<file path="config.mk">
export PLATFORM = sky130hd
export DESIGN_NAME = stereo_mic_channel_selector_unit
export DESIGN_NICKNAME = d
export VERILOG_FILES = /design/src/hw/rtl/smcs_pkg.sv /design/src/hw/rtl/smcs_ram.sv /design/src/hw/rtl/stereo_mic_channel_selector_unit.sv
export SDC_FILE = /design/constraint.sdc
export NUM_CORES = 2
export LEC_CHECK = 0
export ABC_CLOCK_PERIOD_IN_PS = 15200
export BUFFER_PORTS_ARGS = -buffer_cell sky130_fd_sc_hd__buf_2
export CAP_MARGIN = 40
export CORE_MARGIN = 2
export CORE_UTILIZATION = 55
export DETAILED_ROUTE_END_ITERATION = 12
export PLACE_DENSITY = 0.76
export SLEW_MARGIN = 20
export SYNTH_ARGS = -nofsm -noshare
export SYNTH_HDL_FRONTEND = slang
export SYNTH_HIERARCHICAL = 1
export SYNTH_SLANG_ARGS = --single-unit
</file>
<file path="constraint.sdc">
create_clock -name i_clk -period 15.2 [get_ports i_clk]
set_input_delay 0.76 -clock i_clk [delete_from_list [all_inputs] [get_ports i_clk]]
set_output_delay 0.76 -clock i_clk [all_outputs]
set_load 0.05 [all_outputs]
</file>
<file path="src/hw/rtl/smcs_pkg.sv">
// Shared types, register indexes and mode codes for the stereo mic channel selector.
package smcs_pkg;

    // Store capacity in frames
    localparam int MAX_FRAMES = 64;

    // Field widths
    localparam int SAMPLE_W = 16;
    localparam int COUNT_W  = 7;
    localparam int ENERGY_W = 37;
    localparam int HOLD_W   = 17;

    // Shared multiplier operand widths and product width
    localparam int MUL_A_W = ENERGY_W;
    localparam int MUL_B_W = 24;
    localparam int PROD_W  = MUL_A_W + MUL_B_W;

    // Configuration port
    localparam int CFG_IDX_W  = 3;
    localparam int CFG_DATA_W = 24;

    localparam logic [CFG_IDX_W-1:0] CFG_STEREO_INPUT = 3'd0;
    localparam logic [CFG_IDX_W-1:0] CFG_CHANNEL_MODE = 3'd1;
    localparam logic [CFG_IDX_W-1:0] CFG_HOLD_MIN     = 3'd2;
    localparam logic [CFG_IDX_W-1:0] CFG_SILENCE_Q8   = 3'd3;
    localparam logic [CFG_IDX_W-1:0] CFG_WEAK_RATIO   = 3'd4;

    // Register reset values
    localparam logic        RST_STEREO_INPUT = 1'b1;
    localparam logic [1:0]  RST_CHANNEL_MODE = 2'd0;
    localparam logic [15:0] RST_HOLD_MIN     = 16'd6000;
    localparam logic [23:0] RST_SILENCE_Q8   = 24'd86924;
    localparam logic [16:0] RST_WEAK_RATIO   = 17'd4135;

    // Requested channel mode
    localparam logic [1:0] REQ_AUTO  = 2'd0;
    localparam logic [1:0] REQ_LEFT  = 2'd1;
    localparam logic [1:0] REQ_RIGHT = 2'd2;
    localparam logic [1:0] REQ_AVG   = 2'd3;

    // Selected mode reported with each word
    localparam logic [1:0] SEL_LEFT  = 2'd0;
    localparam logic [1:0] SEL_RIGHT = 2'd1;
    localparam logic [1:0] SEL_AVG   = 2'd2;
    localparam logic [1:0] SEL_MONO  = 2'd3;

    // Held side of a one-sided decision
    localparam logic [1:0] HELD_NONE  = 2'd0;
    localparam logic [1:0] HELD_LEFT  = 2'd1;
    localparam logic [1:0] HELD_RIGHT = 2'd2;

    // Input frame word
    typedef struct packed {
        logic signed [SAMPLE_W-1:0] sample_left;
        logic signed [SAMPLE_W-1:0] sample_right;
        logic                       block_end;
    } t_in;

    // Result word
    typedef struct packed {
        logic signed [SAMPLE_W-1:0] mono_sample;
        logic [1:0]                 selected_mode;
        logic                       one_sided;
        logic                       rejected;
        logic [SAMPLE_W-1:0]        left_peak;
        logic [SAMPLE_W-1:0]        right_peak;
        logic [COUNT_W-1:0]         frames_in_block;
        logic                       last_out;
    } t_out;

endpackage

</file>
<file path="src/hw/rtl/smcs_ram.sv">
// Generic single-write, single-read RAM with registered read data.
module smcs_ram #(
    parameter int WIDTH = 32,
    parameter int DEPTH = 64
) (
    input  logic                                   i_clk,
    input  logic                                   i_we,
    input  logic [((DEPTH > 1) ? $clog2(DEPTH) : 1)-1:0] i_waddr,
    input  logic [WIDTH-1:0]                       i_wdata,
    input  logic [((DEPTH > 1) ? $clog2(DEPTH) : 1)-1:0] i_raddr,
    output logic [WIDTH-1:0]                       o_rdata
);

    logic [WIDTH-1:0] r_mem [DEPTH];
    logic [WIDTH-1:0] r_rdata;

    // Write port and registered read port
    always_ff @(posedge i_clk) begin
        if (i_we) begin
            r_mem[i_waddr] <= i_wdata;
        end
        r_rdata <= r_mem[i_raddr];
    end

    assign o_rdata = r_rdata;

endmodule

</file>
<file path="src/hw/rtl/stereo_mic_channel_selector_unit.sv">
// Top level of the stereo mic channel selector: frame store, shared multiplier and sequencer.
//
// The block takes one block of int16 frames, stores it, and then emits one mono word per
// frame, with the mode chosen at block end (auto energy compare with hold, fixed manual mode,
// or mono passthrough). Each stored frame passes the accept step plus three steps, while the
// one shared 37x24 multiplier squares the left and right magnitudes and the squares go into
// the energy accumulators. In auto stereo mode the block end adds decision steps on the same
// multiplier (floor times frame count, then the two ratio products). Each result word then
// passes the store read address, registered read data and output register handshake steps,
// plus any stall from the receiver. A block longer than MAX_FRAMES frames gives one rejected
// word. The input is stalled from the accept of a frame until its work is done, and from the
// block end until its last word is taken.
module stereo_mic_channel_selector_unit #(
    parameter int MAX_FRAMES = smcs_pkg::MAX_FRAMES
) (
    input  logic                               i_clk,
    input  logic                               i_rst_n,
    input  logic                               i_valid,
    output logic                               o_stall,
    input  smcs_pkg::t_in                      i_data,
    output logic                               o_valid,
    input  logic                               i_stall,
    output smcs_pkg::t_out                     o_data,
    input  logic                               i_cfg_valid,
    output logic                               o_cfg_ready,
    input  logic [smcs_pkg::CFG_IDX_W-1:0]     i_cfg_index,
    input  logic [smcs_pkg::CFG_DATA_W-1:0]    i_cfg_data
);

    localparam int AW     = (MAX_FRAMES > 1) ? $clog2(MAX_FRAMES) : 1;
    localparam int SW     = smcs_pkg::SAMPLE_W;
    localparam int CW     = smcs_pkg::COUNT_W;
    localparam int EW     = smcs_pkg::ENERGY_W;
    localparam int HW     = smcs_pkg::HOLD_W;
    localparam int AWID   = smcs_pkg::MUL_A_W;
    localparam int BWID   = smcs_pkg::MUL_B_W;
    localparam int PW     = smcs_pkg::PROD_W;

    // Sequencer states
    localparam logic [3:0] S_IDLE  = 4'd0;
    localparam logic [3:0] S_SQ_L  = 4'd1;
    localparam logic [3:0] S_SQ_R  = 4'd2;
    localparam logic [3:0] S_ACC_R = 4'd3;
    localparam logic [3:0] S_FLOOR = 4'd4;
    localparam logic [3:0] S_LW    = 4'd5;
    localparam logic [3:0] S_RW    = 4'd6;
    localparam logic [3:0] S_DEC   = 4'd7;
    localparam logic [3:0] S_RD    = 4'd8;
    localparam logic [3:0] S_LD    = 4'd9;
    localparam logic [3:0] S_WAIT  = 4'd10;
    localparam logic [3:0] S_REJ   = 4'd11;

    // Configuration registers
    logic        r_stereo;
    logic [1:0]  r_req_mode;
    logic [15:0] r_hold_min;
    logic [23:0] r_floor_q8;
    logic [16:0] r_weak_q16;

    // Control and accumulation state
    logic [3:0]    r_state;
    logic [3:0]    n_state;
    logic [EW-1:0] r_lenergy;
    logic [EW-1:0] r_renergy;
    logic [SW-1:0] r_lmax;
    logic [SW-1:0] r_rmax;
    logic [CW-1:0] r_count;
    logic [1:0]    r_held;
    logic [HW-1:0] r_hold_rem;
    logic          r_end;
    logic [SW-1:0] r_rmag;
    logic [CW-1:0] r_idx;
    logic          r_lact;
    logic          r_ract;
    logic          r_lone;
    logic [1:0]    r_sel;
    logic          r_onesided;
    logic          r_ovalid;
    smcs_pkg::t_out r_out;

    // Shared multiplier
    logic [AWID-1:0] mul_a;
    logic [BWID-1:0] mul_b;
    logic [PW-1:0]   r_prod;

    // Store
    logic [2*SW-1:0] ram_rdata;
    logic            accept_in;
    logic            accept_out;
    logic            store_full;

    // Per-frame and decision logic
    logic [SW-1:0]   mag_l;
    logic [SW-1:0]   mag_r;
    logic [HW-1:0]   n_ext;
    logic [HW-1:0]   hold_len;
    logic            rone;
    logic signed [SW-1:0] fl;
    logic signed [SW-1:0] fr;
    logic signed [SW:0]   pair_sum;
    logic signed [SW:0]   avg_wide;
    logic signed [SW-1:0] mono_val;
    logic                 is_last;

    assign accept_in   = i_valid && !o_stall;
    assign accept_out  = r_ovalid && !i_stall;
    assign o_stall     = (r_state != S_IDLE);
    assign o_valid     = r_ovalid;
    assign o_data      = r_out;
    assign o_cfg_ready = 1'b1;
    assign store_full  = (r_count >= CW'(MAX_FRAMES));

    // Magnitudes of the incoming samples
    assign mag_l = i_data.sample_left[SW-1]  ? SW'(-i_data.sample_left)  : SW'(i_data.sample_left);
    assign mag_r = i_data.sample_right[SW-1] ? SW'(-i_data.sample_right) : SW'(i_data.sample_right);

    // Hold length after a one-sided decision
    assign n_ext    = HW'(r_count);
    assign hold_len = (n_ext > HW'(r_hold_min)) ? n_ext : HW'(r_hold_min);

    // Right one-sided test, product holds right energy times weak ratio
    assign rone = r_ract && (PW'({r_lenergy, 16'b0}) <= r_prod);

    // Mono sample from the stored frame
    assign fl       = ram_rdata[SW-1:0];
    assign fr       = ram_rdata[2*SW-1:SW];
    assign pair_sum = (SW+1)'(fl) + (SW+1)'(fr);
    assign avg_wide = (pair_sum + (SW+1)'(pair_sum[SW])) >>> 1;
    assign is_last  = ((r_idx + CW'(1)) == r_count);

    always_comb begin
        unique case (r_sel)
            smcs_pkg::SEL_LEFT:  mono_val = fl;
            smcs_pkg::SEL_RIGHT: mono_val = fr;
            smcs_pkg::SEL_AVG:   mono_val = avg_wide[SW-1:0];
            smcs_pkg::SEL_MONO:  mono_val = fl;
        endcase
    end

    // Frame store
    smcs_ram #(
        .WIDTH (2 * SW),
        .DEPTH (MAX_FRAMES)
    ) u_store (
        .i_clk   (i_clk),
        .i_we    (accept_in && !store_full),
        .i_waddr (r_count[AW-1:0]),
        .i_wdata ({i_data.sample_right, i_data.sample_left}),
        .i_raddr (r_idx[AW-1:0]),
        .o_rdata (ram_rdata)
    );

    // Select multiplier operands for the current step
    always_comb begin
        mul_a = '0;
        mul_b = '0;
        case (r_state)
            S_IDLE: begin
                mul_a = AWID'(mag_l);
                mul_b = BWID'(mag_l);
            end
            S_SQ_L: begin
                mul_a = AWID'(r_rmag);
                mul_b = BWID'(r_rmag);
            end
            S_FLOOR: begin
                mul_a = AWID'(r_floor_q8);
                mul_b = BWID'(r_count);
            end
            S_LW: begin
                mul_a = r_lenergy;
                mul_b = BWID'(r_weak_q16);
            end
            S_RW: begin
                mul_a = r_renergy;
                mul_b = BWID'(r_weak_q16);
            end
            default: begin
                mul_a = '0;
                mul_b = '0;
            end
        endcase
    end

    always_ff @(posedge i_clk) begin
        r_prod <= PW'(mul_a) * PW'(mul_b);
    end

    // Next state
    always_comb begin
        n_state = r_state;
        case (r_state)
            S_IDLE: begin
                if (accept_in) begin
                    if (store_full) begin
                        n_state = i_data.block_end ? S_REJ : S_IDLE;
                    end else begin
                        n_state = S_SQ_L;
                    end
                end
            end
            S_SQ_L:  n_state = S_SQ_R;
            S_SQ_R:  n_state = S_ACC_R;
            S_ACC_R: begin
                if (!r_end) begin
                    n_state = S_IDLE;
                end else if (r_stereo && (r_req_mode == smcs_pkg::REQ_AUTO)) begin
                    n_state = S_FLOOR;
                end else begin
                    n_state = S_RD;
                end
            end
            S_FLOOR: n_state = S_LW;
            S_LW:    n_state = S_RW;
            S_RW:    n_state = S_DEC;
            S_DEC:   n_state = S_RD;
            S_RD:    n_state = S_LD;
            S_LD:    n_state = S_WAIT;
            S_REJ:   n_state = S_WAIT;
            S_WAIT: begin
                if (accept_out) begin
                    n_state = r_out.last_out ? S_IDLE : S_RD;
                end
            end
            default: n_state = S_IDLE;
        endcase
    end

    // Configuration registers
    always_ff @(posedge i_clk) begin
        if (!i_rst_n) begin
            r_stereo   <= smcs_pkg::RST_STEREO_INPUT;
            r_req_mode <= smcs_pkg::RST_CHANNEL_MODE;
            r_hold_min <= smcs_pkg::RST_HOLD_MIN;
            r_floor_q8 <= smcs_pkg::RST_SILENCE_Q8;
            r_weak_q16 <= smcs_pkg::RST_WEAK_RATIO;
        end else if (i_cfg_valid) begin
            unique case (i_cfg_index)
                smcs_pkg::CFG_STEREO_INPUT: r_stereo   <= i_cfg_data[0];
                smcs_pkg::CFG_CHANNEL_MODE: r_req_mode <= i_cfg_data[1:0];
                smcs_pkg::CFG_HOLD_MIN:     r_hold_min <= i_cfg_data[15:0];
                smcs_pkg::CFG_SILENCE_Q8:   r_floor_q8 <= i_cfg_data[23:0];
                smcs_pkg::CFG_WEAK_RATIO:   r_weak_q16 <= i_cfg_data[16:0];
                default: ;
            endcase
        end
    end

    // Sequencer, accumulators, decision and output register
    always_ff @(posedge i_clk) begin
        if (!i_rst_n) begin
            r_state    <= S_IDLE;
            r_lenergy  <= '0;
            r_renergy  <= '0;
            r_lmax     <= '0;
            r_rmax     <= '0;
            r_count    <= '0;
            r_held     <= smcs_pkg::HELD_NONE;
            r_hold_rem <= '0;
            r_ovalid   <= 1'b0;
            r_idx      <= '0;
            r_end      <= 1'b0;
            r_sel      <= smcs_pkg::SEL_AVG;
            r_onesided <= 1'b0;
        end else begin
            r_state <= n_state;
            unique case (r_state)
                // Take a frame: store, track peaks, start squaring left; drop it once full
                S_IDLE: begin
                    if (accept_in) begin
                        r_end <= i_data.block_end;
                        r_idx <= '0;
                        if (!store_full) begin
                            r_rmag  <= mag_r;
                            r_count <= r_count + CW'(1);
                            if (mag_l > r_lmax) begin
                                r_lmax <= mag_l;
                            end
                            if (mag_r > r_rmax) begin
                                r_rmax <= mag_r;
                            end
                        end
                    end
                end
                S_SQ_L: begin
                    r_lenergy <= r_lenergy + r_prod[EW-1:0];
                end
                S_SQ_R: begin
                    r_renergy <= r_renergy + r_prod[EW-1:0];
                end
                // Block end without the auto compare: mono or manual mode
                S_ACC_R: begin
                    r_onesided <= 1'b0;
                    if (r_end) begin
                        if (!r_stereo) begin
                            r_sel      <= smcs_pkg::SEL_MONO;
                            r_held     <= smcs_pkg::HELD_NONE;
                            r_hold_rem <= '0;
                        end else if (r_req_mode != smcs_pkg::REQ_AUTO) begin
                            r_held     <= smcs_pkg::HELD_NONE;
                            r_hold_rem <= '0;
                            unique case (r_req_mode)
                                smcs_pkg::REQ_LEFT:  r_sel <= smcs_pkg::SEL_LEFT;
                                smcs_pkg::REQ_RIGHT: r_sel <= smcs_pkg::SEL_RIGHT;
                                smcs_pkg::REQ_AVG:   r_sel <= smcs_pkg::SEL_AVG;
                                smcs_pkg::REQ_AUTO:  r_sel <= smcs_pkg::SEL_AVG;
                            endcase
                        end
                    end
                end
                S_FLOOR: ;
                // Activity tests against floor times frame count
                S_LW: begin
                    r_lact <= (PW'({r_lenergy, 8'b0}) >= r_prod);
                    r_ract <= (PW'({r_renergy, 8'b0}) >= r_prod);
                end
                // Left one-sided test against left energy times weak ratio
                S_RW: begin
                    r_lone <= r_lact && (PW'({r_renergy, 16'b0}) <= r_prod);
                end
                // Decide the mode and update the hold
                S_DEC: begin
                    if (r_lone) begin
                        r_held     <= smcs_pkg::HELD_LEFT;
                        r_hold_rem <= hold_len;
                        r_onesided <= 1'b1;
                        r_sel      <= smcs_pkg::SEL_LEFT;
                    end else if (rone) begin
                        r_held     <= smcs_pkg::HELD_RIGHT;
                        r_hold_rem <= hold_len;
                        r_onesided <= 1'b1;
                        r_sel      <= smcs_pkg::SEL_RIGHT;
                    end else if (!r_lact && !r_ract && (r_hold_rem != '0)
                                 && (r_held == smcs_pkg::HELD_LEFT
                                     || r_held == smcs_pkg::HELD_RIGHT)) begin
                        r_hold_rem <= (r_hold_rem > n_ext) ? (r_hold_rem - n_ext) : '0;
                        r_sel      <= (r_held == smcs_pkg::HELD_LEFT) ?
                                      smcs_pkg::SEL_LEFT : smcs_pkg::SEL_RIGHT;
                    end else begin
                        r_held     <= smcs_pkg::HELD_NONE;
                        r_hold_rem <= '0;
                        r_sel      <= smcs_pkg::SEL_AVG;
                    end
                end
                S_RD: ;
                // Load the next result word from the store read data
                S_LD: begin
                    r_ovalid                <= 1'b1;
                    r_out.mono_sample       <= mono_val;
                    r_out.selected_mode     <= r_sel;
                    r_out.one_sided         <= r_onesided;
                    r_out.rejected          <= 1'b0;
                    r_out.left_peak         <= r_lmax;
                    r_out.right_peak        <= (r_sel == smcs_pkg::SEL_MONO) ? r_lmax : r_rmax;
                    r_out.frames_in_block   <= r_count;
                    r_out.last_out          <= is_last;
                end
                // Oversize block: one flagged word, hold state untouched
                S_REJ: begin
                    r_ovalid                <= 1'b1;
                    r_out.mono_sample       <= '0;
                    r_out.selected_mode     <= smcs_pkg::SEL_LEFT;
                    r_out.one_sided         <= 1'b0;
                    r_out.rejected          <= 1'b1;
                    r_out.left_peak         <= '0;
                    r_out.right_peak        <= '0;
                    r_out.frames_in_block   <= '0;
                    r_out.last_out          <= 1'b1;
                end
                // Hand off the word; advance or close the block
                S_WAIT: begin
                    if (accept_out) begin
                        r_ovalid <= 1'b0;
                        r_idx    <= r_idx + CW'(1);
                        if (r_out.last_out) begin
                            r_lenergy <= '0;
                            r_renergy <= '0;
                            r_lmax    <= '0;
                            r_rmax    <= '0;
                            r_count   <= '0;
                        end
                    end
                end
                default: ;
            endcase
        end
    end

endmodule
</file>
==> flow_summary.toml <==
[clock_network]
clock-sinks = 2424
cts_buffers = 231
cts_buffer_depth = 3
h-tree-depth = 4
post_cts_buffers = 0
hold_buffers = 0
postCtsResizedCells = 0
cts_tree = "built"
clkTransAtPathRegs_ns = 0.06
clock_latency_ns = 0.91
cts_root_buf = "clkbuf_16"

[logic_synthesis]
synth_compound_area_share_pct = 7.44
yosysTopAreaCell = "edfxtp_1"
synth_edf_count = 2127
ys_warn_count = 6
ys.flop_type = "edfxtp_1"
synth.avg_cell_area_sq_um = 14.1
synth_seq_cells = 2424
synth_nets = 9696
synthAdderAreaFrac_pct = 13.1
synth.cell_area_sq_um = 122000
synthCells = 8672
ys_seq_area_share_pct = 57.1
synthMuxAreaShare_pct = 10.4
synth_top_family_by_area = "adder cells"
yosysTopAreaCellShare_pct = 52.2
async_flop_share_pct = 0
yosys.area_share.simple_pct = 6.66
synth_cell_type_count = 103
synth_xor_area_share_pct = 1.26
synth_area_leaders = "edfxtp_1 (52%), fa_1 (8.7%), mux4_2 (8.2%)"

[min_path]
whs_path_depth = 3
hold_path_class = "input pin to flop"
holdPathEnd = "r_floor_q8[2]"
min_from = "i_cfg_data[2]"

[detailed_routing]
drc = 0
antenna_left = 0
drtIter0Drc = 11800
firstDrtPassIters = 7
wl_per_cell_um = 30.7
num_vias = 79100
drt-vias-per-instance = 6.57
drt_wl_total_mm = 370

[grt]
grt_max_degree = 101
grt_usage_pct = 32.7
grt_pass1_vias = 79600
grt_pass1_wl_mm = 535
antenna_found_initial = 34
overflow = 0

[timing]
fin_ws_ns = 5.30
rsz0062_at_grt = "false"
skew_ns = 0.100
maxSlewHeadroom_pct = 30.3
fin_crit_sh_pct = 65.1
fin_setup_tns_ns = 0
period_needed_ns = 9.90
max_freq_mhz = 101
hold_viol = 0
final-max-slew-violation-count = 0
setup_viol = 0
worst_slew_pin_slew_ns = 1.05

[setup_path]
r2r_cells = 29
critPathKind = "input pin to flop"
start_kind = "input pin"
end_kind = "flop"
cp_max_fo = 28
crit_required_ns = 15.97
reg2reg_from = "r_state[0]"
r2r-end = "r_prod[54]"
regToRegSetupSlack_ns = 5.62
cp.arrival_ns = 10.67

[placed_design]
hpwlAfterDp_mm = 239
port-buffer-count = 126
place_ws_ns = 4.66
gp_congestion = 0.975
placedCellCount = 11600

[floorplan]
coreArea_sq_um = 222000
rows = 173
die_x_um = 476
die_h_um = 476
ioPinCount = 128
dieArea_sq_um = 226000
start_util_pct = 55.2

[cells_and_area]
final_nets = 9884
drive_gt1_share_pct = 14.4
synthToLayoutAreaGrowth_pct = 10.4
final_cell_count_no_fill = 12000

[flow_run]
drv_cap = 0

[outcome]
status = "finished clean"

[power]
p_per_area_nw_per_um2 = 145
ir_worst_vdd_v = 0.000291
cellLeakagePower_nw = 48.9
[state kept, by name, summed over array words and instances, names as in the netlist, 2 cells and up]
signal	flops
o_data	60
r_state	4
r_count	7
u_store/o_rdata	32
r_lenergy	37
r_idx	7
r_req_mode	2
r_hold_rem	17
u_store/r_mem	2048
r_weak_q16	17
r_rmag	16
r_lmax	16
r_floor_q8	24
r_sel	2
r_renergy	37
r_hold_min	16
r_held	2
r_rmax	16
r_prod	57
[stage by stage]
| stage | cell area [sq um] | total power [mW] | utilization [%] | hold slack (ns) |
|---|---|---|---|---|
| floorplan | 122000 | 12.1 | - | 0.436 |
| global placement | 127000 | 13.8 | 57.3 | 0.445 |
| detailed placement | 127000 | 13.8 | 57.5 | 0.450 |
| CTS | 135000 | 19.6 | 60.9 | 0.143 |
| global route | 135000 | 20.6 | 61.0 | 0.166 |
| finish | 135000 | 19.6 | 61.0 | 0.195 |
[logic make-up after synthesis]
group	after synthesis
flops	2424
simple gates	1839
compound gates	1350
buf+inv	1215
fa+ha+maj	959
mux	708
xor+xnor	176
other cells	1
[area by class of cell]
| type | count | area [sq um] |
|---|---|---|
| Antenna cell | 14 | 35.0 |
| Multi-Input combinational cell | 5033 | 48100 |
| Inverter | 781 | 2930 |
| Clock buffer | 281 | 6110 |
| Clock inverter | 149 | 1470 |
| Timing Repair Buffer | 389 | 2980 |
| Sequential cell | 2424 | 69800 |
| Fill cell | 16100 | 86500 |
| Tap cell | 2975 | 3720 |
[per-layer routing]
layer	track usage, %	routed length (um)
met1	43.2	133000
met4	16.2	21600
met5	0	144
met2	50.0	167000
met3	9.09	48200
[power by group]
part	switching, mW	internal, mW
Clock	2.57	3.21
Sequential	0.174	7.42
Combinational	3.81	2.40
Total	6.56	13.0
[critical path, cell delays in order]
cell and delay (ns):
buf_2 0.10, buf_4 0.25, nor4_2 0.85, nand2_1 0.20, or3_1 0.40, nor4bb_1 0.58, a22o_1 0.39, a21o_1 0.64
and2_1 0.25, fa_1 0.46, fa_1 0.52, fa_1 0.44, fa_1 0.47, fa_1 0.49, inv_1 0.05, fa_1 0.47
inv_1 0.04, ha_1 0.37, nand3_1 0.15, nor3_1 0.39, nand3_1 0.22, a311oi_1 0.80, nor3_1 0.19, and4b_1 0.34
o21ai_1 0.10, a31oi_1 0.42, or4b_1 0.19, nand3_1 0.06
[layout by cell type (no fill, tap or decap), types with 66 or more instances in the layout]
cell / netlist / layout
a21oi_1: 304 / 301
ha_1: 430 / 430
clkbuf_16: 0 / 236
mux4_2: 446 / 446
nor2_4: 1 / 66
o21ai_0: 173 / 173
nor2_1: 499 / 431
mux2i_1: 258 / 258
edfxtp_1: 2127 / 2127
nor3_1: 78 / 75
a22oi_1: 177 / 177
buf_4: 30 / 220
nand2_1: 799 / 799
xnor2_1: 106 / 106
xor2_1: 70 / 70
inv_1: 777 / 777
dfxtp_1: 297 / 291
nand3_1: 126 / 126
fa_1: 529 / 529
a21o_1: 181 / 181
buf_2: 56 / 133
[worst max-delay path by stage]
stage	startpoint	to	slack, ns	cells after the start
after floorplan	i_data[17]	r_prod[53]	6.96	30
after global placement	i_data[20]	r_prod[54]	4.43	31
after detailed placement	i_data[20]	r_prod[54]	4.66	28
after CTS	i_data[20]	r_prod[54]	5.55	28
after global routing	i_data[20]	r_prod[54]	5.01	28
final	i_data[20]	r_prod[54]	5.30	28
[synthesized netlist by cell type (14+ instances only)]
library cell  number
o21bai_1          18
mux4_2           446
nor2b_1           56
nor4_1            20
a31oi_1           38
o22ai_1           47
buf_2             56
o221ai_1          18
fa_1             529
a221oi_1          24
xnor2_1          106
buf_1             25
nand2b_1          38
clkbuf_1         282
and2_1            35
nand4_1           59
o21ai_1           55
dfxtp_1          297
inv_1            777
a22oi_1          177
buf_6             32
and3_1            25
nor2_1           499
o211ai_1          28
mux2i_1          258
buf_4             30
xor2_1            70
nand3_1          126
a221o_1           14
a22o_1            39
a211oi_1          41
nor3_1            78
a21o_1           181
a21oi_1          304
o21ai_0          173
o31ai_1           18
o21a_1            44
nand2_1          799
edfxtp_1        2127
ha_1             430
or3_1             27
a211o_1           16
Power figures use the tool's default switching activity.
